**config.mk**
```make
export PLATFORM = sky130hd
export DESIGN_NAME = pab_vertex_stage
export DESIGN_NICKNAME = d
export VERILOG_FILES = /design/src/rtl/pab_pkg.sv /design/src/rtl/pab_vertex_stage.sv
export VERILOG_INCLUDE_DIRS = /design/src /design/src/rtl
export SDC_FILE = /design/constraint.sdc
export NUM_CORES = 2
export LEC_CHECK = 0
export ABC_AREA = 0
export ABC_CLOCK_PERIOD_IN_PS = 10400
export BUFFER_PORTS_ARGS = -buffer_cell sky130_fd_sc_hd__buf_4
export CORE_ASPECT_RATIO = 0.5
export CORE_MARGIN = 2
export CORE_UTILIZATION = 40
export CTS_CLUSTER_SIZE = 14
export DETAILED_ROUTE_END_ITERATION = 8
export SLEW_MARGIN = 0
export SYNTH_ARGS = -nofsm -noshare
export SYNTH_HDL_FRONTEND = slang
export SYNTH_SLANG_ARGS = --single-unit
```
**constraint.sdc**
```tcl
create_clock -name i_clk -period 10.4 [get_ports i_clk]
set_clock_uncertainty 0.05 [all_clocks]
set_input_delay 1.04 -clock i_clk [delete_from_list [all_inputs] [get_ports i_clk]]
set_output_delay 1.04 -clock i_clk [all_outputs]
set_load 0.005 [all_outputs]
```
**src/rtl/assert_macros.svh**
```systemverilog
// assertion macros shared by the polygon area blocks
// expects i_clk and i_rst_n in the module that uses them
`ifndef ASSERT_MACROS_SVH
`define ASSERT_MACROS_SVH

// same-cycle implication, off while in reset
`define ASSERT_IMPLIES(label, ante, cons, msg) \
    label: assert property (@(posedge i_clk) disable iff (!i_rst_n) (ante) |-> (cons)) \
        else $error(msg);

// next-cycle implication, off while in reset
`define ASSERT_NEXT(label, ante, cons, msg) \
    label: assert property (@(posedge i_clk) disable iff (!i_rst_n) (ante) |=> (cons)) \
        else $error(msg);

`endif

```
**src/rtl/pab_pkg.sv**
```systemverilog
// polygon area and bounds: shared types, sum limits and clamp helpers
// no dependencies
package pab_pkg;

    localparam int SUM_BITS  = 64;
    localparam int AREA_BITS = 63;

    typedef logic signed [SUM_BITS-1:0] t_sum;
    typedef logic signed [SUM_BITS:0]   t_sum_x1;
    typedef logic signed [SUM_BITS+1:0] t_sum_x2;
    typedef logic [AREA_BITS-1:0]       t_area;

    localparam t_sum  SUM_MAX  = {1'b0, {(SUM_BITS-1){1'b1}}};
    localparam t_sum  SUM_MIN  = {1'b1, {(SUM_BITS-1){1'b0}}};
    localparam t_area AREA_MAX = '1;

    typedef struct packed {
        logic valid;
        logic last;
    } t_stage_ctl;

    function automatic logic sum_fits(input t_sum_x2 v);
        return (v[SUM_BITS+1:SUM_BITS-1] == 3'b000) || (v[SUM_BITS+1:SUM_BITS-1] == 3'b111);
    endfunction

    function automatic t_sum clamp_sum(input t_sum_x2 v);
        t_sum res;
        if (sum_fits(v)) begin
            res = v[SUM_BITS-1:0];
        end else if (v[SUM_BITS+1]) begin
            res = SUM_MIN;
        end else begin
            res = SUM_MAX;
        end
        return res;
    endfunction

endpackage

```
**src/rtl/pab_vertex_stage.sv**
```systemverilog
// input register, contour tracking, shoelace products and bounding box
// depends on pab_pkg and assert_macros.svh
`include "assert_macros.svh"
module pab_vertex_stage #(parameter int COORD_BITS = 24) (
    input  logic                         i_clk,
    input  logic                         i_rst_n,
    input  logic                         i_adv,
    input  logic                         i_valid,
    input  logic signed [COORD_BITS-1:0] i_x,
    input  logic signed [COORD_BITS-1:0] i_y,
    input  logic                         i_eoc,
    input  logic                         i_eop,
    output pab_pkg::t_stage_ctl          o_ctl,
    output pab_pkg::t_sum                o_edge,
    output pab_pkg::t_sum                o_close,
    output logic signed [COORD_BITS-1:0] o_min_x,
    output logic signed [COORD_BITS-1:0] o_min_y,
    output logic signed [COORD_BITS-1:0] o_max_x,
    output logic signed [COORD_BITS-1:0] o_max_y
);
    import pab_pkg::*;

    localparam int CB = COORD_BITS;
    localparam logic signed [CB-1:0] CMAX = {1'b0, {(CB-1){1'b1}}};
    localparam logic signed [CB-1:0] CMIN = {1'b1, {(CB-1){1'b0}}};

    t_stage_ctl            r_a_ctl, r_b_ctl;
    logic signed [CB-1:0]  r_a_x, r_a_y;
    logic                  r_a_end;
    logic                  r_starting;
    logic signed [CB-1:0]  r_first_x, r_first_y, r_prev_x, r_prev_y;
    logic signed [CB-1:0]  r_low_x, r_low_y, r_high_x, r_high_y;
    t_sum                  r_b_edge, r_b_close;
    logic signed [CB-1:0]  r_b_min_x, r_b_min_y, r_b_max_x, r_b_max_y;

    logic signed [CB-1:0]  w_fx, w_fy;
    logic signed [CB:0]    w_sx1, w_dy1, w_sx2, w_dy2;
    logic signed [2*CB+1:0] w_p1, w_p2;
    logic signed [CB-1:0]  w_low_x, w_low_y, w_high_x, w_high_y;

    // a contour's first vertex closes onto itself
    assign w_fx = r_starting ? r_a_x : r_first_x;
    assign w_fy = r_starting ? r_a_y : r_first_y;

    assign w_sx1 = {r_prev_x[CB-1], r_prev_x} + {r_a_x[CB-1], r_a_x};
    assign w_dy1 = {r_prev_y[CB-1], r_prev_y} - {r_a_y[CB-1], r_a_y};
    assign w_sx2 = {r_a_x[CB-1], r_a_x} + {w_fx[CB-1], w_fx};
    assign w_dy2 = {r_a_y[CB-1], r_a_y} - {w_fy[CB-1], w_fy};
    assign w_p1  = w_sx1 * w_dy1;
    assign w_p2  = w_sx2 * w_dy2;

    assign w_low_x  = (r_a_x < r_low_x)  ? r_a_x : r_low_x;
    assign w_low_y  = (r_a_y < r_low_y)  ? r_a_y : r_low_y;
    assign w_high_x = (r_a_x > r_high_x) ? r_a_x : r_high_x;
    assign w_high_y = (r_a_y > r_high_y) ? r_a_y : r_high_y;

    always_ff @(posedge i_clk) begin
        if (!i_rst_n) begin
            r_a_ctl    <= '0;
            r_b_ctl    <= '0;
            r_starting <= 1'b1;
            r_low_x    <= CMAX;
            r_low_y    <= CMAX;
            r_high_x   <= CMIN;
            r_high_y   <= CMIN;
        end else if (i_adv) begin
            r_a_ctl.valid <= i_valid;
            r_a_ctl.last  <= i_eop;
            r_b_ctl       <= r_a_ctl;
            if (r_a_ctl.valid) begin
                r_starting <= r_a_end;
                if (r_a_ctl.last) begin
                    r_low_x  <= CMAX;
                    r_low_y  <= CMAX;
                    r_high_x <= CMIN;
                    r_high_y <= CMIN;
                end else begin
                    r_low_x  <= w_low_x;
                    r_low_y  <= w_low_y;
                    r_high_x <= w_high_x;
                    r_high_y <= w_high_y;
                end
            end
        end
    end

    always_ff @(posedge i_clk) begin
        if (i_adv) begin
            r_a_x   <= i_x;
            r_a_y   <= i_y;
            r_a_end <= i_eoc | i_eop;
            if (r_a_ctl.valid) begin
                if (r_starting) begin
                    r_first_x <= r_a_x;
                    r_first_y <= r_a_y;
                end
                r_prev_x <= r_a_x;
                r_prev_y <= r_a_y;
            end
            r_b_edge  <= r_starting ? '0 : SUM_BITS'(w_p1);
            r_b_close <= r_a_end ? SUM_BITS'(w_p2) : '0;
            r_b_min_x <= w_low_x;
            r_b_min_y <= w_low_y;
            r_b_max_x <= w_high_x;
            r_b_max_y <= w_high_y;
        end
    end

    assign o_ctl   = r_b_ctl;
    assign o_edge  = r_b_edge;
    assign o_close = r_b_close;
    assign o_min_x = r_b_min_x;
    assign o_min_y = r_b_min_y;
    assign o_max_x = r_b_max_x;
    assign o_max_y = r_b_max_y;

    `ASSERT_NEXT(a_contour_flag, i_adv && r_a_ctl.valid, r_starting == $past(r_a_end), "contour start flag wrong")
    `ASSERT_IMPLIES(a_box_x, !r_starting, r_low_x <= r_high_x, "x bounds crossed inside a contour")
    `ASSERT_IMPLIES(a_box_y, !r_starting, r_low_y <= r_high_y, "y bounds crossed inside a contour")

endmodule

```
==> key figures <==
Status
  • Outcome: finished, final reports clean

Critical path
  • Setup crit end kind: register
  • Max incr delay on CP: between 0.5 and 0.6 ns
  • CP required: 10.76 ns
  • R2r worst-path depth: 35
  • R2R Path Start: r_starting$_SDFFE_PN1P_
  • WS Path Type: register to register
  • R2R Path End: o_close[48]$_SDFFCE_PN0P_
  • Arr. time, crit path: approximately 10 ns
  • Crit-path slowest cell: fa_1
  • Maximum fanout along the worst path: 12
  • CP most frequent cell: fa_1
  • R2R setup slack: 0.44 ns
  • Startpoint type of the worst setup path: register

Layout
  • Final non-filler cell total: 9931
  • P&R area growth vs syn: 10.77%
  • Fillers: 16790
  • Final nets: 9425
  • Fraction of layout cells with a size suffix above 1: 0.1081

Global route
  • Total Routing Usage GR: 0.2304
  • Global-route met1 utilization: 0.3181
  • Met2 usage: 0.3703
  • GR met3 Demand/Resource: 0.03534
  • Congestion Overflow GR: 0
  • First-pass GRT wire length: between 300 and 400 mm
  • Vias in the first global route: ~53000
  • Pin count of the biggest net entering global routing: 102
  • Antenna violations before repair: 0
  • Grt peak-use layer: met2

Timing
  • Final setup violation count: 0
  • Worst-margin pin slew: 1.272 ns
  • FMAX: 100.4 MHz
  • Tcrit/Tclk final: 0.9576
  • Final hold violations: 0
  • RSZ-0062 raised after global routing: yes
  • Setup_tns: 0 ns
  • Post-layout min period: approximately 10 ns
  • WHS: 0.4369 ns
  • Max-slew violations: 0
  • Slew margin rel.: 0.1460

Min path
  • Worst min path class: register to register
  • Cell depth of the worst min-delay path: 2
  • Hold_sp: r_high_y[18]$_SDFFE_PN0P_
  • Worst Hold Path EP: r_high_y[18]$_SDFFE_PN0P_

Flow run
  • Max_cap viols: 0

Floorplan
  • Die area: between 150000 and 200000 sq um
  • Initial Utilization: 0.4030
  • Row cnt: ~110
  • Die Wd: roughly 600 microns
  • # IOs: 280
  • Chip height: 299.7 microns
  • Core region area: roughly 170000 sq um

Synthesis
  • Synth area leaders: fa_1, edfxtp_1, ha_1
  • Post-synth ARST share: 0
  • Syn Nets: approximately 9000
  • Cells after Synth: 7334
  • Warnings from Yosys: 0
  • Most used DFF post-synth: edfxtp_1
  • Post-synth top area cell: fa_1
  • Sequential area share after synthesis: 0.1754
  • FF+latch count, synth: 442
  • Post-synth EDFFs: 341
  • Post-Syn Area per Cell: 9.535 sq um
  • Synth Cell Area: ~70000 sq um
  • Post-synth cell types: 94
  • Area share of the largest cell type after synthesis: 0.3779

Placement
  • Gpl congestion: between 0.9 and 1
  • Placed Cells incl. Taps: 9830
  • Post-DP HPWL: between 150 and 200 mm
  • IO buf count: 279

Clocking
  • Num CTS Buffers: 50
  • Clock transition at path regs: 0.08 ns
  • CTS tree: done
  • CTS sink cnt: between 400 and 500
  • CTS H-tree lvls: 2
  • Clock tree root buffer cell: clkbuf_16
  • Clock insertion delay at the later pin of the skew report: 0.65 ns
  • CTS Hold Bufs: 0
  • CTS max path bufs: 3

Drt
  • Vias: slightly above 50000
  • DR vias/cell: 5.222
  • Number of DRC markers in iteration 0: approximately 4000
  • Detailed Route WL: around 200 mm
  • Post-route ant nets: 0
  • Residual DRC: 0
  • DR pass1 iterations: 6
  • Drt wl/cell: roughly 20 microns
-- cells by family (layout without fill, tap and decap cells) --
family                     count (synthesis)  after routing  synth area share
xor gates and xnor gates                 214            214           0.02756
other                                      0              1                 0
AOI/OAI and AO/OA                        816            816           0.07928
and+or+nand+nor                         2140           2140            0.1378
muxes                                    113            113           0.01754
adders and majority gates               1792           1792            0.4624
DFF                                      442            442            0.1754
buffers and inverters                   1817           2103            0.1001
-- worst max path at each step --
| stage | start | to | slack, ns |
|---|---|---|---|
| final | r_starting$_SDFFE_PN1P_ | o_close[48]$_SDFFCE_PN0P_ | 0.44 |
| after global routing | r_starting$_SDFFE_PN1P_ | o_close[49]$_SDFFCE_PN0P_ | -0.07 |
| after CTS | r_starting$_SDFFE_PN1P_ | o_close[45]$_SDFFCE_PN0P_ | 0.16 |
| after detailed placement | r_starting$_SDFFE_PN1P_ | o_close[45]$_SDFFCE_PN0P_ | 0.23 |
| after global placement | r_starting$_SDFFE_PN1P_ | o_close[48]$_SDFFCE_PN0P_ | 0.24 |
| after floorplan | r_starting$_SDFFE_PN1P_ | o_close[48]$_SDFFCE_PN0P_ | 0.20 |
-- timing repair --
action	4_1_cts	5_1_grt
buffers inserted	0	7
resized for setup	0	26
endpoints found under the setup margin	0	20
-- layout by cell type, fill, tap and decap left out, types with 17 or more instances in the layout --
master | Yosys | layout
o21a_1 | 29 | 29
o32ai_1 | 22 | 22
nand2_1 | 862 | 859
a31oi_1 | 41 | 38
and3_1 | 27 | 27
a21oi_1 | 164 | 163
a21o_1 | 110 | 110
fa_1 | 1320 | 1319
nor2_1 | 559 | 558
clkbuf_16 | 0 | 51
o211ai_1 | 38 | 38
or2_2 | 25 | 26
a311oi_1 | 49 | 49
or4_1 | 28 | 28
and2_1 | 119 | 119
nand3_1 | 68 | 68
edfxtp_1 | 341 | 341
o21bai_1 | 20 | 19
xor2_1 | 69 | 62
buf_4 | 32 | 533
o31ai_1 | 19 | 17
nand4_1 | 61 | 61
inv_1 | 1469 | 1468
nor3_1 | 171 | 169
xnor2_2 | 4 | 24
nor2b_1 | 50 | 50
ha_1 | 472 | 472
o21ai_0 | 172 | 172
dfxtp_1 | 101 | 99
mux2_2 | 75 | 75
xnor2_1 | 138 | 117
or3_1 | 58 | 58
mux2i_1 | 37 | 37
a22oi_1 | 25 | 24
nand2b_1 | 65 | 65
-- cell usage after synthesis, types with 10 or more instances --
library cell and number:
inv_1 1469, fa_1 1320, nand2_1 862, nor2_1 559, ha_1 472, edfxtp_1 341
clkbuf_1 260, o21ai_0 172, nor3_1 171, a21oi_1 164, xnor2_1 138, and2_1 119
a21o_1 110, dfxtp_1 101, mux2_2 75, xor2_1 69, nand3_1 68, nand2b_1 65
nand4_1 61, or3_1 58, nor2b_1 50, a311oi_1 49, a31oi_1 41, buf_2 40
o211ai_1 38, mux2i_1 37, buf_4 32, o21a_1 29, or4_1 28, and3_1 27
a22oi_1 25, or2_2 25, o32ai_1 22, o21bai_1 20, o31ai_1 19, o21ai_1 15
a211oi_1 13, nor4_1 13, buf_1 11, a211o_1 10
-- layer usage --
metal | wire length [microns] | part of all wire | vias to the layer above
met3 | 14450 | 0.071 | 302
met5 | 0 | 0 | -
met2 | 93730 | 0.46 | 1763
li1 | - | - | 23570
met4 | 8038 | 0.039 | 0
met1 | 87480 | 0.43 | 26230
-- worst max-delay path: cells and delay by family (launching register included) --
kind / cells / cell delay, ns
AOI/OAI and AO/OA: 14 / 3.47
adders and majority gates: 10 / 4.40
buffers and inverters: 6 / 0.56
DFF: 1 / 0.46
muxes: 2 / 0.48
and+or+nand+nor: 3 / 0.31
-- area by class of cell --
type                            instances  area, sq um  share of cell area
Sequential cell                       442        12270              0.1584
Tap cell                             2310         2890             0.03731
Timing Repair Buffer                  539         4094             0.05285
Clock buffer                           60         1310             0.01691
Clock inverter                         33        354.1            0.004571
Antenna cell                            1        2.502          0.00003231
Inverter                             1471         5528             0.07137
Multi-Input combinational cell       5075        51010              0.6585
-- stage by stage --
| stage | worst slack, ns | area (sq um) | utilization |
|---|---|---|---|
| 2_1_floorplan | 0.2046 | 69930 | - |
| 5_1_grt | -0.07185 | 77450 | 0.4464 |
| 4_1_cts | 0.1553 | 77280 | 0.4454 |
| 6_report | 0.4414 | 77460 | 0.4464 |
| 3_5_place_dp | 0.2293 | 75620 | 0.4358 |
| 3_3_place_gp | 0.2359 | 75620 | 0.4358 |
Power is not shown: default switching activity piles up to over one toggle a cycle in this logic, so the estimate is an artifact.
