## config.mk

```make
export PLATFORM = sky130hd
export DESIGN_NAME = pab_result
export DESIGN_NICKNAME = d
export VERILOG_FILES = /design/src/rtl/assert_macros.svh /design/src/rtl/pab_pkg.sv /design/src/rtl/pab_result.sv
export SDC_FILE = /design/constraint.sdc
export NUM_CORES = 1
export LEC_CHECK = 0
export ABC_AREA = 1
export ABC_CLOCK_PERIOD_IN_PS = 1600
export BUFFER_PORTS_ARGS = -buffer_cell sky130_fd_sc_hd__buf_2
export CELL_PAD_IN_SITES_DETAIL_PLACEMENT = 0
export CELL_PAD_IN_SITES_GLOBAL_PLACEMENT = 1
export CORE_MARGIN = 1
export CORE_UTILIZATION = 35
export DETAILED_ROUTE_END_ITERATION = 12
export GPL_ROUTABILITY_DRIVEN = 0
export GPL_TIMING_DRIVEN = 0
export PLACE_DENSITY = 0.89
export RECOVER_POWER = 100
export SLEW_MARGIN = 20
export SYNTH_ARGS = -nofsm -noshare
export SYNTH_HDL_FRONTEND = slang
export SYNTH_SLANG_ARGS = --single-unit
```

## constraint.sdc

```tcl
create_clock -name i_clk -period 1.6 [get_ports i_clk]
set_input_delay 0 -clock i_clk [delete_from_list [all_inputs] [get_ports i_clk]]
set_output_delay 0 -clock i_clk [all_outputs]
set_load 0.01 [all_outputs]
```

## src/rtl/assert_macros.svh

```systemverilog
// assertion macros shared by the polygon area blocks
// expects i_clk and i_rst_n in the module that uses them
`ifndef ASSERT_MACROS_SVH
`define ASSERT_MACROS_SVH

// same-cycle implication, off while in reset
`define ASSERT_IMPLIES(label, ante, cons, msg) \
    label: assert property (@(posedge i_clk) disable iff (!i_rst_n) (ante) |-> (cons)) \
        else $error(msg);

// next-cycle implication, off while in reset
`define ASSERT_NEXT(label, ante, cons, msg) \
    label: assert property (@(posedge i_clk) disable iff (!i_rst_n) (ante) |=> (cons)) \
        else $error(msg);

`endif

```

## src/rtl/pab_pkg.sv

```systemverilog
// polygon area and bounds: shared types, sum limits and clamp helpers
// no dependencies
package pab_pkg;

    localparam int SUM_BITS  = 64;
    localparam int AREA_BITS = 63;

    typedef logic signed [SUM_BITS-1:0] t_sum;
    typedef logic signed [SUM_BITS:0]   t_sum_x1;
    typedef logic signed [SUM_BITS+1:0] t_sum_x2;
    typedef logic [AREA_BITS-1:0]       t_area;

    localparam t_sum  SUM_MAX  = {1'b0, {(SUM_BITS-1){1'b1}}};
    localparam t_sum  SUM_MIN  = {1'b1, {(SUM_BITS-1){1'b0}}};
    localparam t_area AREA_MAX = '1;

    typedef struct packed {
        logic valid;
        logic last;
    } t_stage_ctl;

    function automatic logic sum_fits(input t_sum_x2 v);
        return (v[SUM_BITS+1:SUM_BITS-1] == 3'b000) || (v[SUM_BITS+1:SUM_BITS-1] == 3'b111);
    endfunction

    function automatic t_sum clamp_sum(input t_sum_x2 v);
        t_sum res;
        if (sum_fits(v)) begin
            res = v[SUM_BITS-1:0];
        end else if (v[SUM_BITS+1]) begin
            res = SUM_MIN;
        end else begin
            res = SUM_MAX;
        end
        return res;
    endfunction

endpackage

```

## src/rtl/pab_result.sv

```systemverilog
// magnitude of the final sum and the output register
// depends on pab_pkg
module pab_result #(parameter int COORD_BITS = 24) (
    input  logic                         i_clk,
    input  logic                         i_rst_n,
    input  logic                         i_adv,
    input  pab_pkg::t_stage_ctl          i_ctl,
    input  pab_pkg::t_sum                i_sum,
    input  logic                         i_sat,
    input  logic signed [COORD_BITS-1:0] i_min_x,
    input  logic signed [COORD_BITS-1:0] i_min_y,
    input  logic signed [COORD_BITS-1:0] i_max_x,
    input  logic signed [COORD_BITS-1:0] i_max_y,
    output logic                         o_valid,
    output pab_pkg::t_area               o_twice_area,
    output logic signed [COORD_BITS-1:0] o_min_x,
    output logic signed [COORD_BITS-1:0] o_min_y,
    output logic signed [COORD_BITS-1:0] o_max_x,
    output logic signed [COORD_BITS-1:0] o_max_y,
    output logic                         o_no_vertices,
    output logic                         o_overflowed
);
    import pab_pkg::*;

    localparam int CB = COORD_BITS;

    logic                 r_valid;
    t_area                r_area;
    logic                 r_ovf;
    logic signed [CB-1:0] r_min_x, r_min_y, r_max_x, r_max_y;

    t_sum  w_neg;
    t_area w_mag;

    assign w_neg = -i_sum;

    always_comb begin
        priority if (i_sum == SUM_MIN) begin
            w_mag = AREA_MAX;
        end else if (i_sum[SUM_BITS-1]) begin
            w_mag = w_neg[AREA_BITS-1:0];
        end else begin
            w_mag = i_sum[AREA_BITS-1:0];
        end
    end

    always_ff @(posedge i_clk) begin
        if (!i_rst_n) begin
            r_valid <= 1'b0;
        end else if (i_adv) begin
            r_valid <= i_ctl.valid;
        end
    end

    always_ff @(posedge i_clk) begin
        if (i_adv) begin
            r_area  <= w_mag;
            r_ovf   <= i_sat;
            r_min_x <= i_min_x;
            r_min_y <= i_min_y;
            r_max_x <= i_max_x;
            r_max_y <= i_max_y;
        end
    end

    assign o_valid       = r_valid;
    assign o_twice_area  = r_area;
    assign o_overflowed  = r_ovf;
    assign o_min_x       = r_min_x;
    assign o_min_y       = r_min_y;
    assign o_max_x       = r_max_x;
    assign o_max_y       = r_max_y;
    // every word carries a vertex, so a polygon is never empty
    assign o_no_vertices = 1'b0;

endmodule

```

==> results.txt, run 1 <==
The average wire per standard cell was 18.8 um; the share of synthesized flip-flops with an asynchronous set or reset was 0%. For the instance area after placement, the log shows 9580 sq um. The setup clock skew after layout is 0 ns.

Wires add up to 29000 um. The number of vias per cell after detailed routing was 4.76; the synthesized netlist net count was 900. The number of antenna violations at the first check in global routing is 5, and the effective utilization at floorplan is 35.9%. The HPWL reported at the end of detailed placement is 20400 um. The Yosys step of the flow raised 0 warnings.

The slew of the pin with the lowest slew margin is 0.925 ns. The number of clock sinks seen by CTS is 161. For the leftover overflow at the end of global routing, the log shows 0.

Share of cells above drive strength 1: 20.1%. The required time at the worst-slack endpoint was 1.90 ns. Entering global routing, the biggest net connects 109 pins. Across the VDD grid, the largest voltage drop is 0.511 mV. The number of hold violations in the final report was 0; the global routing usage summed across all routing layers was 25.4%. Dividing total power by cell area gives a power density of 931 nW/um^2. The cell taking the most area after synthesis was sky130_fd_sc_hd__edfxtp_1. After detailed routing, the number of remaining DRC violations is 0. For the number of global-route vias before repair, the log shows 7272. The tools report the final core utilization as 55.5%.

Among all flip-flop cells after synthesis, the most frequent one is sky130_fd_sc_hd__edfxtp_1. The pre-antenna-repair detailed-routing pass consisted of 5 iterations. Timing would allow up to 646 MHz. After layout, the worst path uses 96.7% of the clock period.

Setup violations remaining at the end of the flow were counted as 0. The register bit count reported by yosys was 161; the count of flip-flops with a built-in enable after synthesis was 160. In this run the core area contains 53 standard-cell rows.

The synthesis-to-finish area growth came out at 54.5%. The cell area that synthesis handed to floorplanning was 7570 sq um. The tools report the part of the Yosys area used for sequential elements as 63.7%. The final total negative setup slack came out at 0 ns. OpenSTA, run right after detailed placement, puts the worst setup slack at -0.265 ns. Clock-pin slew on the worst setup and hold paths: 0.07 ns. During I/O placement, the number of pins put on the boundary was 328.

The worst setup path is captured at a register. The flow ran to the end, and the final reports show no timing, DRC or antenna violations. The max-slew violation count came out at 0. The die covers 22200 sq um. Along the worst path, the maximum fanout reaches 5. For the worst setup slack after layout, the log shows 0.0527 ns. A synthesized cell averages 10.3 sq um. The first routing iteration left 444 violations.

The level count of the clock H-tree is 4, and the share of the synthesized area in the top cell type is 63.5%. The leakage power summed over all cells was 4.92 nW. Height of the chip: 149 um.

The sort of element at the start of the critical path was an input pin. The unique cell type count in the Yosys netlist is 32, and the area inside the core boundary is 21100 sq um. The detailed router placed 7336 vias in this run. The logs give 41200 um for the first-pass GRT wire length and 1.84 ns for the arrival time of the worst setup path.

During placement, the flow inserted port buffers numbering 324. Sorting the synthesized cells by area gives the leading types as sky130_fd_sc_hd__edfxtp_1 63%, sky130_fd_sc_hd__nand2_1 10%, sky130_fd_sc_hd__nor2_1 5.1%. The tools report the met3 routed wirelength as 2270 um. Wire segments on met2 add up to 14400 um in the final route. The final critical-path required period works out to 1.55 ns.

The antenna violation net count after detailed routing was 0. Kind of critical path: input pin to register. TritonCTS built the clock tree.

Kind of path behind the tightest hold check: input pin to register. The tree is rooted in a sky130_fd_sc_hd__clkbuf_16. The clock latency reported for the late side of the worst-skew pair is 0.41 ns.

Uppermost metal layer occupied by signal nets: met5. From left edge to right edge, the die measures 149 um. The run gives 0 as the max-capacitance violation count.

Final-stage net count: 1416. The logs give 733 for the post-synthesis instance total and 2 for the maximum count of clock buffers along a single path. After detailed routing, the wire length on met1 is 11000 um.

Once layout is done, the placed cells without fillers occupy 11700 sq um. TritonCTS created 17 clock buffers. The normalized max-slew margin was 38.4%.
[per-layer routing]
metal	track usage (%)	vias up
met4	13.3	2
met3	7.31	78
met2	43.5	335
met1	28.7	3433
met5	0	-
li1	-	3488
[stage by stage]
step | power (mW) | std cells | hold WS, ns
4_1_cts | 11.0 | 1526 | 0.000295
2_1_floorplan | 5.81 | 733 | 0.0935
3_5_place_dp | 6.66 | 1333 | 0.178
5_1_grt | 11.3 | 1538 | 0.00174
6_report | 10.9 | 1541 | 0.0146
3_3_place_gp | 6.64 | 1332 | 0.177
[state kept, by name (all words and copies together) (netlist names)]
name and count:
o_min_y 24, o_twice_area 63, o_valid 1, o_max_y 24
o_max_x 24, o_overflowed 1, o_min_x 24
[repair_timing]
action	CTS	global route
hold buffers	162	4
setup endpoints to repair	0	61
buffers inserted	0	4
hold endpoints to repair	160	3
resized for setup	0	21
[cells by family (layout without fill, tap and decap cells)]
group | after synthesis | after routing | synth area share [%]
xor+xnor | 25 | 25 | 2.89
fa+ha+maj | 1 | 1 | 0.165
compound gates | 17 | 17 | 1.17
buf+inv | 83 | 610 | 4.68
simple gates | 445 | 446 | 27.3
flops | 161 | 161 | 63.7
other cells | 1 | 6 | 0.0495
[layout make-up]
class / count / area (sq um)
Clock inverter: 14 / 148
Fill cell: 1958 / 9390
Sequential cell: 161 / 4820
Antenna cell: 5 / 12.5
Inverter: 68 / 255
Timing Repair Buffer: 496 / 3150
Tap cell: 275 / 344
Buffer: 15 / 113
Multi-Input combinational cell: 490 / 2430
Clock buffer: 17 / 425
[power by group]
group,switching [mW],internal (mW),leakage (nW)
logic,0.975,0.707,3.06
registers,0.106,5.06,1.57
clock network,1.86,2.20,0.280
[worst max-delay path: stages]
cell and delay (ns):
sky130_fd_sc_hd__dlygate4sd3_1 0.62, sky130_fd_sc_hd__nor2_4 0.13, sky130_fd_sc_hd__inv_2 0.05, sky130_fd_sc_hd__nor2_4 0.08, sky130_fd_sc_hd__nand3_2 0.10, sky130_fd_sc_hd__nor3_4 0.26, sky130_fd_sc_hd__nand4_4 0.14, sky130_fd_sc_hd__buf_12 0.16
sky130_fd_sc_hd__clkbuf_4 0.20, sky130_fd_sc_hd__nand3_2 0.09
[cell usage after synthesis, drive strengths merged (5+ instances only)]
library cell and n:
nor2 116, nand4 5, nor3 6, edfxtp 160, nand2 209, xor2 22, nand3b 6, o21ai 15
buf 12, nand3 98, inv 68
[path summary, 6_finish.rpt]
check | start | depth (start not counted) | endpoint | slack, ns
worst min-delay path | i_sum[35] | 4 | o_twice_area[35] | 0.01
worst max-delay path | i_sum[54] | 10 | o_twice_area[50] | 0.05
worst max register to register | o_valid | 3 | o_valid | 0.36
worst min register to register | o_valid | 3 | o_valid | 1.14
[cell usage in the layout (no fill, tap or decap), drive strengths merged, types with 3 or more instances in the layout]
master	synthesis	routed
nand2	209	209
clkbuf	3	201
dlygate4sd3	0	165
buf	12	162
edfxtp	160	160
nor2	116	116
nand3	98	98
inv	68	75
xor2	22	22
o21ai	15	15
nand3b	6	6
nand4	5	6
nor3	6	6
diode	0	5
clkinv	0	5
and2	3	3
xnor2	3	3
No activity file was read; power rests on OpenSTA's default activity.
==> run 2: changes to the inputs <==
REMOVE_ABC_BUFFERS = 1   (was not set)
==> results.txt, run 2 (synthesized netlist as in run 1, its figures left out) <==
The flow ran to the end, but the final reports show violations. The checks that failed: hold timing. The logs give 3 (was 5) for the number of antenna violations at the first check in global routing and 3 (was 0) for the number of hold violations in the final report.

By instance count, the cell type seen most on the critical path is sky130_fd_sc_hd__nand2_1. For the final core utilization, the log shows 54.3% (was 55.5%). The kind of capture point of the worst setup path is a register (unchanged). The global routing usage summed across all routing layers is 24.6% (was 25.4%), and the max-slew violation count is 0 (unchanged).

Most frequent cells in the layout: 206 x sky130_fd_sc_hd__nand2_1, 174 x sky130_fd_sc_hd__clkbuf_1, 162 x sky130_fd_sc_hd__dlygate4sd3_1, 160 x sky130_fd_sc_hd__edfxtp_1, 147 x sky130_fd_sc_hd__buf_2 (was 205 x sky130_fd_sc_hd__nand2_1, 177 x sky130_fd_sc_hd__clkbuf_1, 165 x sky130_fd_sc_hd__dlygate4sd3_1, 160 x sky130_fd_sc_hd__edfxtp_1, 146 x sky130_fd_sc_hd__buf_2). The clock-pin slew on the worst setup and hold paths came out at 0.08 ns (was 0.07 ns). The level count of the clock H-tree came out at 4 (unchanged). Setup repair after global routing left no endpoint under its margin. The total die area was 22200 sq um (unchanged).

For the number of global-route vias before repair, the log shows 7132 (was 7272). The number of standard cells in the final layout excluding fillers is 1517 (was 1541). The cell at the root of the clock tree was sky130_fd_sc_hd__clkbuf_16 (unchanged).

The number of buffers and inverters on the critical path was 3 (was 4); the worst hold margin was -0.122 ns (was 0.0146 ns). The number of top-level pins is 328 (unchanged), and the largest fanout on the critical path is 3 (was 5). The die outline width came out at 149 um (unchanged). The maximum count of clock buffers along a single path came out at 2 (unchanged). The tools report the leakage power summed over all cells as 4.80 nW (was 4.92 nW). For the area of all sequential standard cells, the log shows 4820 sq um (unchanged). Number of flip-flops under the largest register name: 63 (unchanged). Synthesis-to-finish area growth: 51.2% (was 54.5%).

The average wire per standard cell is 18.3 um (was 18.8 um). The number of clock sinks seen by CTS came out at 161 (unchanged). CP cell instances: clkbuf_2 > dlygate4sd3_1 > inv_1 > nand3_1 > nor2_1 > nand2_1 > o21ai_0 > nand2_1 > nand2_1 > nand3_1 (was dlygate4sd3_1 > nor2_4 > inv_2 > nor2_4 > nand3_2 > nor3_4 > nand4_4 > buf_12 > clkbuf_4 > nand3_2). The number of remaining DRC errors is 0 (unchanged), and the number of buffers inserted by port buffering is 325 (was 324). The power density normalized to cell area came out at 946 nW/um^2 (was 931 nW/um^2).

The number of search-and-repair iterations in the first detailed-routing pass came out at 5 (unchanged). The gate family responsible for the most delay along the worst path is buffers and inverters (unchanged). The slew of the pin with the lowest slew margin is 0.782 ns (was 0.925 ns). The height of the chip was 149 um (unchanged). The number of buffers inserted during clock tree synthesis is 17 (unchanged), and the delay of the slowest cell on the worst path is 0.55 ns (was 0.62 ns).

The tools report the area inside the core boundary as 21100 sq um (unchanged). Required time at the worst-slack endpoint: 1.78 ns (was 1.90 ns). The tools report the setup clock skew after layout as 0 ns (unchanged). The kind of critical path is input pin to register (unchanged). The final-stage net count is 1395 (was 1416), and the leftover overflow at the end of global routing is 0 (unchanged). The tools report the arrival time of the worst setup path as 1.66 ns (was 1.84 ns). The share of cells above drive strength 1 was 17.7% (was 20.1%); the number of setup violations in the final report was 0 (unchanged). The logs give 19200 um (was 20400 um) for the HPWL reported at the end of detailed placement and 47.3% (was 38.4%) for the normalized max-slew margin. The tools report the routed wire length as 27800 um (was 29000 um).

The leading cell type in the layout, fill and taps excluded was sky130_fd_sc_hd__nand2_1 (unchanged). The run gives 1978 (was 1958) as the filler cell count. The area of combinational cells with multiple inputs was 2350 sq um (was 2430 sq um); the cell row count was 53 (unchanged). The run gives 7246 (was 7336) as the vias after detailed routing. For the antenna violation net count after detailed routing, the log shows 0 (unchanged). The first-pass GRT wire length is 39900 um (was 41200 um).

The tools report the sort of element at the start of the critical path as an input pin (unchanged). The tools report the max-capacitance violation count as 0 (unchanged). Slowest stage cell on the critical path: sky130_fd_sc_hd__dlygate4sd3_1 (unchanged). TritonCTS built the clock tree. For the fmax, the log shows 672 MHz (was 646 MHz). The final critical-path required period is 1.49 ns (was 1.55 ns), and the total placed cells including tap cells is 1319 (was 1333). The kind of path behind the tightest hold check is input pin to register (unchanged). For the clock latency reported for the late side of the worst-skew pair, the log shows 0.43 ns (was 0.41 ns). Largest net degree at the start of global routing: 87 (was 109). The effective utilization at floorplan is 35.9% (unchanged), and the peak supply drop is 0.516 mV (was 0.511 mV). The number of vias per cell after detailed routing came out at 4.78 (was 4.76). The tools report the power after layout as 10.8 mW (was 10.9 mW). The DRC marker count from the first detailed-route iteration is 452 (was 444), and the final clock period utilization by the worst path is 93.0% (was 96.7%).
[run 2: cell count changes in the layout (fill, tap and decap cells not counted), moves of 4 or more]
cell / before / now
sky130_fd_sc_hd__nor2_1: 97 / 103
sky130_fd_sc_hd__nor2_2: 13 / 9
sky130_fd_sc_hd__buf_4: 4 / 0
sky130_fd_sc_hd__nand3_1: 76 / 93
sky130_fd_sc_hd__buf_1: 6 / 0
sky130_fd_sc_hd__diode_2: 5 / 1
sky130_fd_sc_hd__nand3_2: 22 / 5
[run 2: path summary, 6_finish.rpt]
kind | depth (start not counted) | start | slack [ns] | to
max | 10 | i_sum[52] | 0.11 | o_twice_area[61]
min | 3 | i_sum[62] | -0.12 | o_twice_area[62]
max reg2reg | 3 | o_valid | 0.41 | o_valid
min reg2reg | 3 | o_valid | 1.09 | o_valid
[run 2: worst min-delay path: stages]
cell and delay [ns]:
sky130_fd_sc_hd__buf_2 0.09, sky130_fd_sc_hd__nand3_1 0.07, sky130_fd_sc_hd__nand2_1 0.05
[run 2: where the power goes]
part,switching (mW),internal (mW)
sequential,0.106,5.06
clock,1.94,2.10
combinational,0.933,0.694
[run 2: what timing repair did]
item,4_1_cts,5_1_grt
hold endpoints to repair,160,5
hold buffers,158,4
pin swaps,3,2
gates cloned,1,2
gates resized for setup,3,3
endpoints found under the setup margin,55,54
setup buffers,0,0
[run 2: routing by layer]
| layer | track usage, % | vias to the layer above | part of all wire, % |
|---|---|---|---|
| met5 | 0 | - | 0.097 |
| met4 | 12.1 | 4 | 4.7 |
| met3 | 5.50 | 71 | 7.8 |
| met2 | 42.5 | 334 | 49 |
| met1 | 28.7 | 3381 | 38 |
| li1 | - | 3456 | - |
[run 2: cell type report]
class | count | share of cell area [%]
timing repair buffer | 488 | 26.9
inverter | 68 | 2.23
clock inverter | 15 | 1.42
tap | 275 | 3.01
clock buffer | 17 | 3.72
sequential | 161 | 42.1
antenna | 1 | 0.0219
multi-input combinational | 492 | 20.6
[run 2: through the flow]
stage | instance area [sq um] | hold slack (ns) | TNS [ns] | worst slack, ns
floorplan | 7470 | 0.0935 | -4.99 | -0.153
global placement | 9440 | 0.177 | -313.96 | -1.58
detailed placement | 9480 | 0.178 | -56.38 | -1.14
CTS | 11700 | -0.127 | -0.227 | -0.0810
global route | 11400 | -0.101 | 0 | 0.00352
finish | 11400 | -0.122 | 0 | 0.112
==> run 3: changes to the inputs <==
ABC_CLOCK_PERIOD_IN_PS = 1200   (was 1600)
CELL_PAD_IN_SITES_DETAIL_PLACEMENT = not set   (was 0)
CELL_PAD_IN_SITES_GLOBAL_PLACEMENT = not set   (was 1)
CORE_UTILIZATION = 40   (was 35)
PLACE_DENSITY = 0.81   (was 0.89)
clock period = 1.2 ns   (was 1.6 ns; I/O delays follow)
==> results.txt, run 3 (synthesized netlist as in run 1, its figures left out) <==
The worst min-delay path startpoint was i_sum[2] (was i_sum[62]). The run gives -0.0394 ns (was -0.122 ns) as the worst hold margin. The cell repeated most along the worst path is sky130_fd_sc_hd__nand2_1 (unchanged).

The power density normalized to cell area came out at 1270 nW/um^2 (was 946 nW/um^2). The final core utilization came out at 65.3% (was 54.3%). The cell at the root of the clock tree was sky130_fd_sc_hd__clkbuf_16 (unchanged). The slew of the pin with the lowest slew margin works out to 0.883 ns (was 0.782 ns). The number of remaining DRC errors is 0 (unchanged), and the final critical-path required period is 1.24 ns. The leading cell type in the layout, fill and taps excluded was sky130_fd_sc_hd__nand2_1 (unchanged). The leftover overflow at the end of global routing came out at 0 (unchanged). The HPWL reported at the end of detailed placement came out at 18500 um (was 19200 um). The tools report the sort of element at the start of the critical path as an input pin (unchanged).

Derived from the worst setup path, the maximum achievable clock frequency is 804 MHz. The run gives -0.0435 ns (was 0.112 ns) as the worst setup slack after layout. The leakage power summed over all cells is 5.02 nW (was 4.80 nW). The clock network power share was 39.4% (was 37.3%); the area inside the core boundary was 18300 sq um (was 21100 sq um).

Slowest stage cell on the critical path: sky130_fd_sc_hd__o21ai_1 (was sky130_fd_sc_hd__dlygate4sd3_1). The max-capacitance violation count was 0 (unchanged); the share of total power in combinational logic was 15.1% (was 15.0%). The share of cells above drive strength 1 is 23.4% (was 17.7%), and the number of buffers inserted during clock tree synthesis is 17 (unchanged). The tools report the total die area as 19500 sq um (was 22200 sq um).

For the register-to-register path setup slack, the log shows 0.45 ns (was 0.41 ns). The average wire per standard cell came out at 20.3 um (was 18.3 um). TritonCTS built the clock tree. The number of clock sinks seen by CTS was 161 (unchanged).

The number of setup violations in the final report came out at 4 (was 0). The run gives 43 (was 3) as the number of hold violations in the final report. Origin of the critical flop-to-flop path: o_valid (unchanged). The end of the worst register-to-register path was o_valid (unchanged).

The path depth of the worst reg2reg path was 2 (was 3); the number of top-level pins was 328 (unchanged). Setup repair after global routing could not meet its margin everywhere. The switching part of the total power was 25.8% (was 27.5%); the clock-pin slew on the worst setup and hold paths was 0.07 ns (was 0.08 ns).

DRC marker count from the first detailed-route iteration: 847 (was 452). For the cell row count, the log shows 49 (was 53). The kind of capture point of the worst setup path is a register (unchanged). Maximum count of clock buffers along a single path: 2 (unchanged).

Largest fanout on the critical path: 6 (was 3). The number of buffers inserted by port buffering came out at 325 (unchanged). For the number of antenna violations at the first check in global routing, the log shows 6 (was 3). For the internal power component, the log shows 11.3 mW (was 7.85 mW). Failing checks: hold timing, setup timing (was hold timing). The run finished, with violations left. CP cell instances: buf_2 > inv_4 > ha_4 > nand3_4 > nor2_4 > nand2_4 > o21ai_1 > nand2_1 > nand2_1 > nand3_1 (was clkbuf_2 > dlygate4sd3_1 > inv_1 > nand3_1 > nor2_1 > nand2_1 > o21ai_0 > nand2_1 > nand2_1 > nand3_1).

The tools report the level count of the clock H-tree as 4 (unchanged). After layout, the worst path uses 104% of the clock period. The max-slew violation count is 0 (unchanged), and the power spent charging and discharging nets is 3.90 mW (was 2.98 mW). The tools report the number of global-route vias before repair as 7733 (was 7132).

The tools report the origin of the worst setup path as i_sum[0] (was i_sum[52]). The tools report the vias after detailed routing as 7901 (was 7246). The routed wire length is 30500 um (was 27800 um).

The kind of path behind the tightest hold check was input pin to register (unchanged). The final total negative setup slack is -0.0706 ns (was 0 ns), and the number of flip-flops under the largest register name is 63 (unchanged). The run gives 43800 um (was 39900 um) as the first-pass GRT wire length. The tools report the clock latency reported for the late side of the worst-skew pair as 0.42 ns (was 0.43 ns). The number of vias per cell after detailed routing is 5.27 (was 4.78).

The antenna violation net count after detailed routing is 0 (unchanged). The tools report the hold-critical path endpoint as o_twice_area[2] (was o_twice_area[62]). The peak supply drop was 0.830 mV (was 0.516 mV); the die outline width was 140 um (was 149 um).

Required time at the worst-slack endpoint: 1.36 ns (was 1.78 ns). The tools report the number of search-and-repair iterations in the first detailed-routing pass as 7 (was 5). The effective utilization at floorplan is 41.4% (was 35.9%). The tools report the arrival time of the worst setup path as 1.41 ns (was 1.66 ns). Height of the chip: 140 um (was 149 um).

The tools report the largest net degree at the start of global routing as 108 (was 87). Global routing usage summed across all routing layers: 30.2% (was 24.6%). The number of instances on the worst hold path is 3 (unchanged), and the setup clock skew after layout is 0 ns (unchanged).

The kind of critical path is input pin to register (unchanged). The synthesis-to-finish area growth is 57.5% (was 51.2%). Most frequent cells in the layout: 199 x sky130_fd_sc_hd__nand2_1, 177 x sky130_fd_sc_hd__clkbuf_1, 163 x sky130_fd_sc_hd__dlygate4sd3_1, 160 x sky130_fd_sc_hd__edfxtp_1, 145 x sky130_fd_sc_hd__buf_2 (was 206 x sky130_fd_sc_hd__nand2_1, 174 x sky130_fd_sc_hd__clkbuf_1, 162 x sky130_fd_sc_hd__dlygate4sd3_1, 160 x sky130_fd_sc_hd__edfxtp_1, 147 x sky130_fd_sc_hd__buf_2). The final-stage net count was 1419 (was 1395). The normalized max-slew margin was 41.2% (was 47.3%). The delay of the slowest cell on the worst path was 0.40 ns (was 0.55 ns). Sequential power share: 45.5% (was 47.7%).
run 3: changes by cell type in the layout (fill, tap and decap cells not counted), sizes merged:
cell	change
buf	+20
bufinv	+4
clkbuf	+3
clkinv	-7
clkinvlp	+1
diode	+4
dlygate4sd3	+1
inv	+1
run 3: repair_timing:
| item | 4_1_cts | 5_1_grt |
|---|---|---|
| resized for setup | 14 | 46 |
| gates cloned | 3 | 0 |
| pin swaps | 6 | 6 |
| endpoints found under the setup margin | 62 | 63 |
| buffers inserted | 15 | 8 |
| hold buffers | 157 | 6 |
| hold endpoints to repair | 160 | 8 |
run 3: worst max path at each step:
stage                  endpoint  slack, ns  depth (start not counted)
2_1_floorplan  o_twice_area[53]      -0.55                          8
3_3_place_gp            o_valid      -1.84                          3
3_5_place_dp   o_twice_area[53]      -1.45                          5
4_1_cts        o_twice_area[56]      -0.08                         13
5_1_grt        o_twice_area[35]      -0.19                         11
6_report       o_twice_area[36]      -0.04                         10
run 3: metrics by stage:
stage	hold WS [ns]	area, sq um	std cells	setup slack [ns]	total power, mW
2_1_floorplan	0.0935	7470	718	-0.553	7.72
3_3_place_gp	0.177	9390	1272	-1.84	8.80
3_5_place_dp	0.178	9430	1273	-1.45	8.83
4_1_cts	-0.0937	11900	1479	-0.0814	15.1
5_1_grt	-0.0369	11900	1498	-0.194	15.6
6_report	-0.0394	11900	1498	-0.0435	15.2
run 3: routing by layer:
layer	wire, um	track usage (%)	part of all wire (%)	vias to the layer above
li1	-	-	-	3504
met1	10600	33.3	35	3659
met2	14900	52.6	49	581
met3	2900	8.22	9.5	155
met4	2010	17.2	6.6	2
met5	13	0	0.043	-
run 3: worst max-delay path, delay by kind of cell:
| kind | cells | cell delay, ns |
|---|---|---|
| AO/OA/AOI/OAI | 1 | 0.40 |
| buffers and inverters | 2 | 0.18 |
| AND/OR/NAND/NOR | 6 | 0.65 |
| adder cells (fa/ha/maj) | 1 | 0.16 |
run 3: area by class of cell:
class / instances / area (sq um)
fillers: 1430 / 6340
flip-flops and latches: 161 / 4820
repair buffers: 512 / 3290
multi-input cells: 492 / 2620
clock buffers: 17 / 425
well taps: 229 / 287
inverters: 68 / 264
clock inverters: 14 / 211
diodes: 5 / 12.5
run 3: power by group through the flow:
| stage | registers (mW) | clock network [mW] | logic, mW |
|---|---|---|---|
| finish | 6.90 | 5.97 | 2.29 |
| global route | 6.93 | 6.22 | 2.44 |
| CTS | 6.86 | 6.00 | 2.29 |
| detailed placement | 6.97 | 0 | 1.86 |
| global placement | 6.99 | 0 | 1.81 |
| floorplan | 7.26 | 0 | 0.459 |
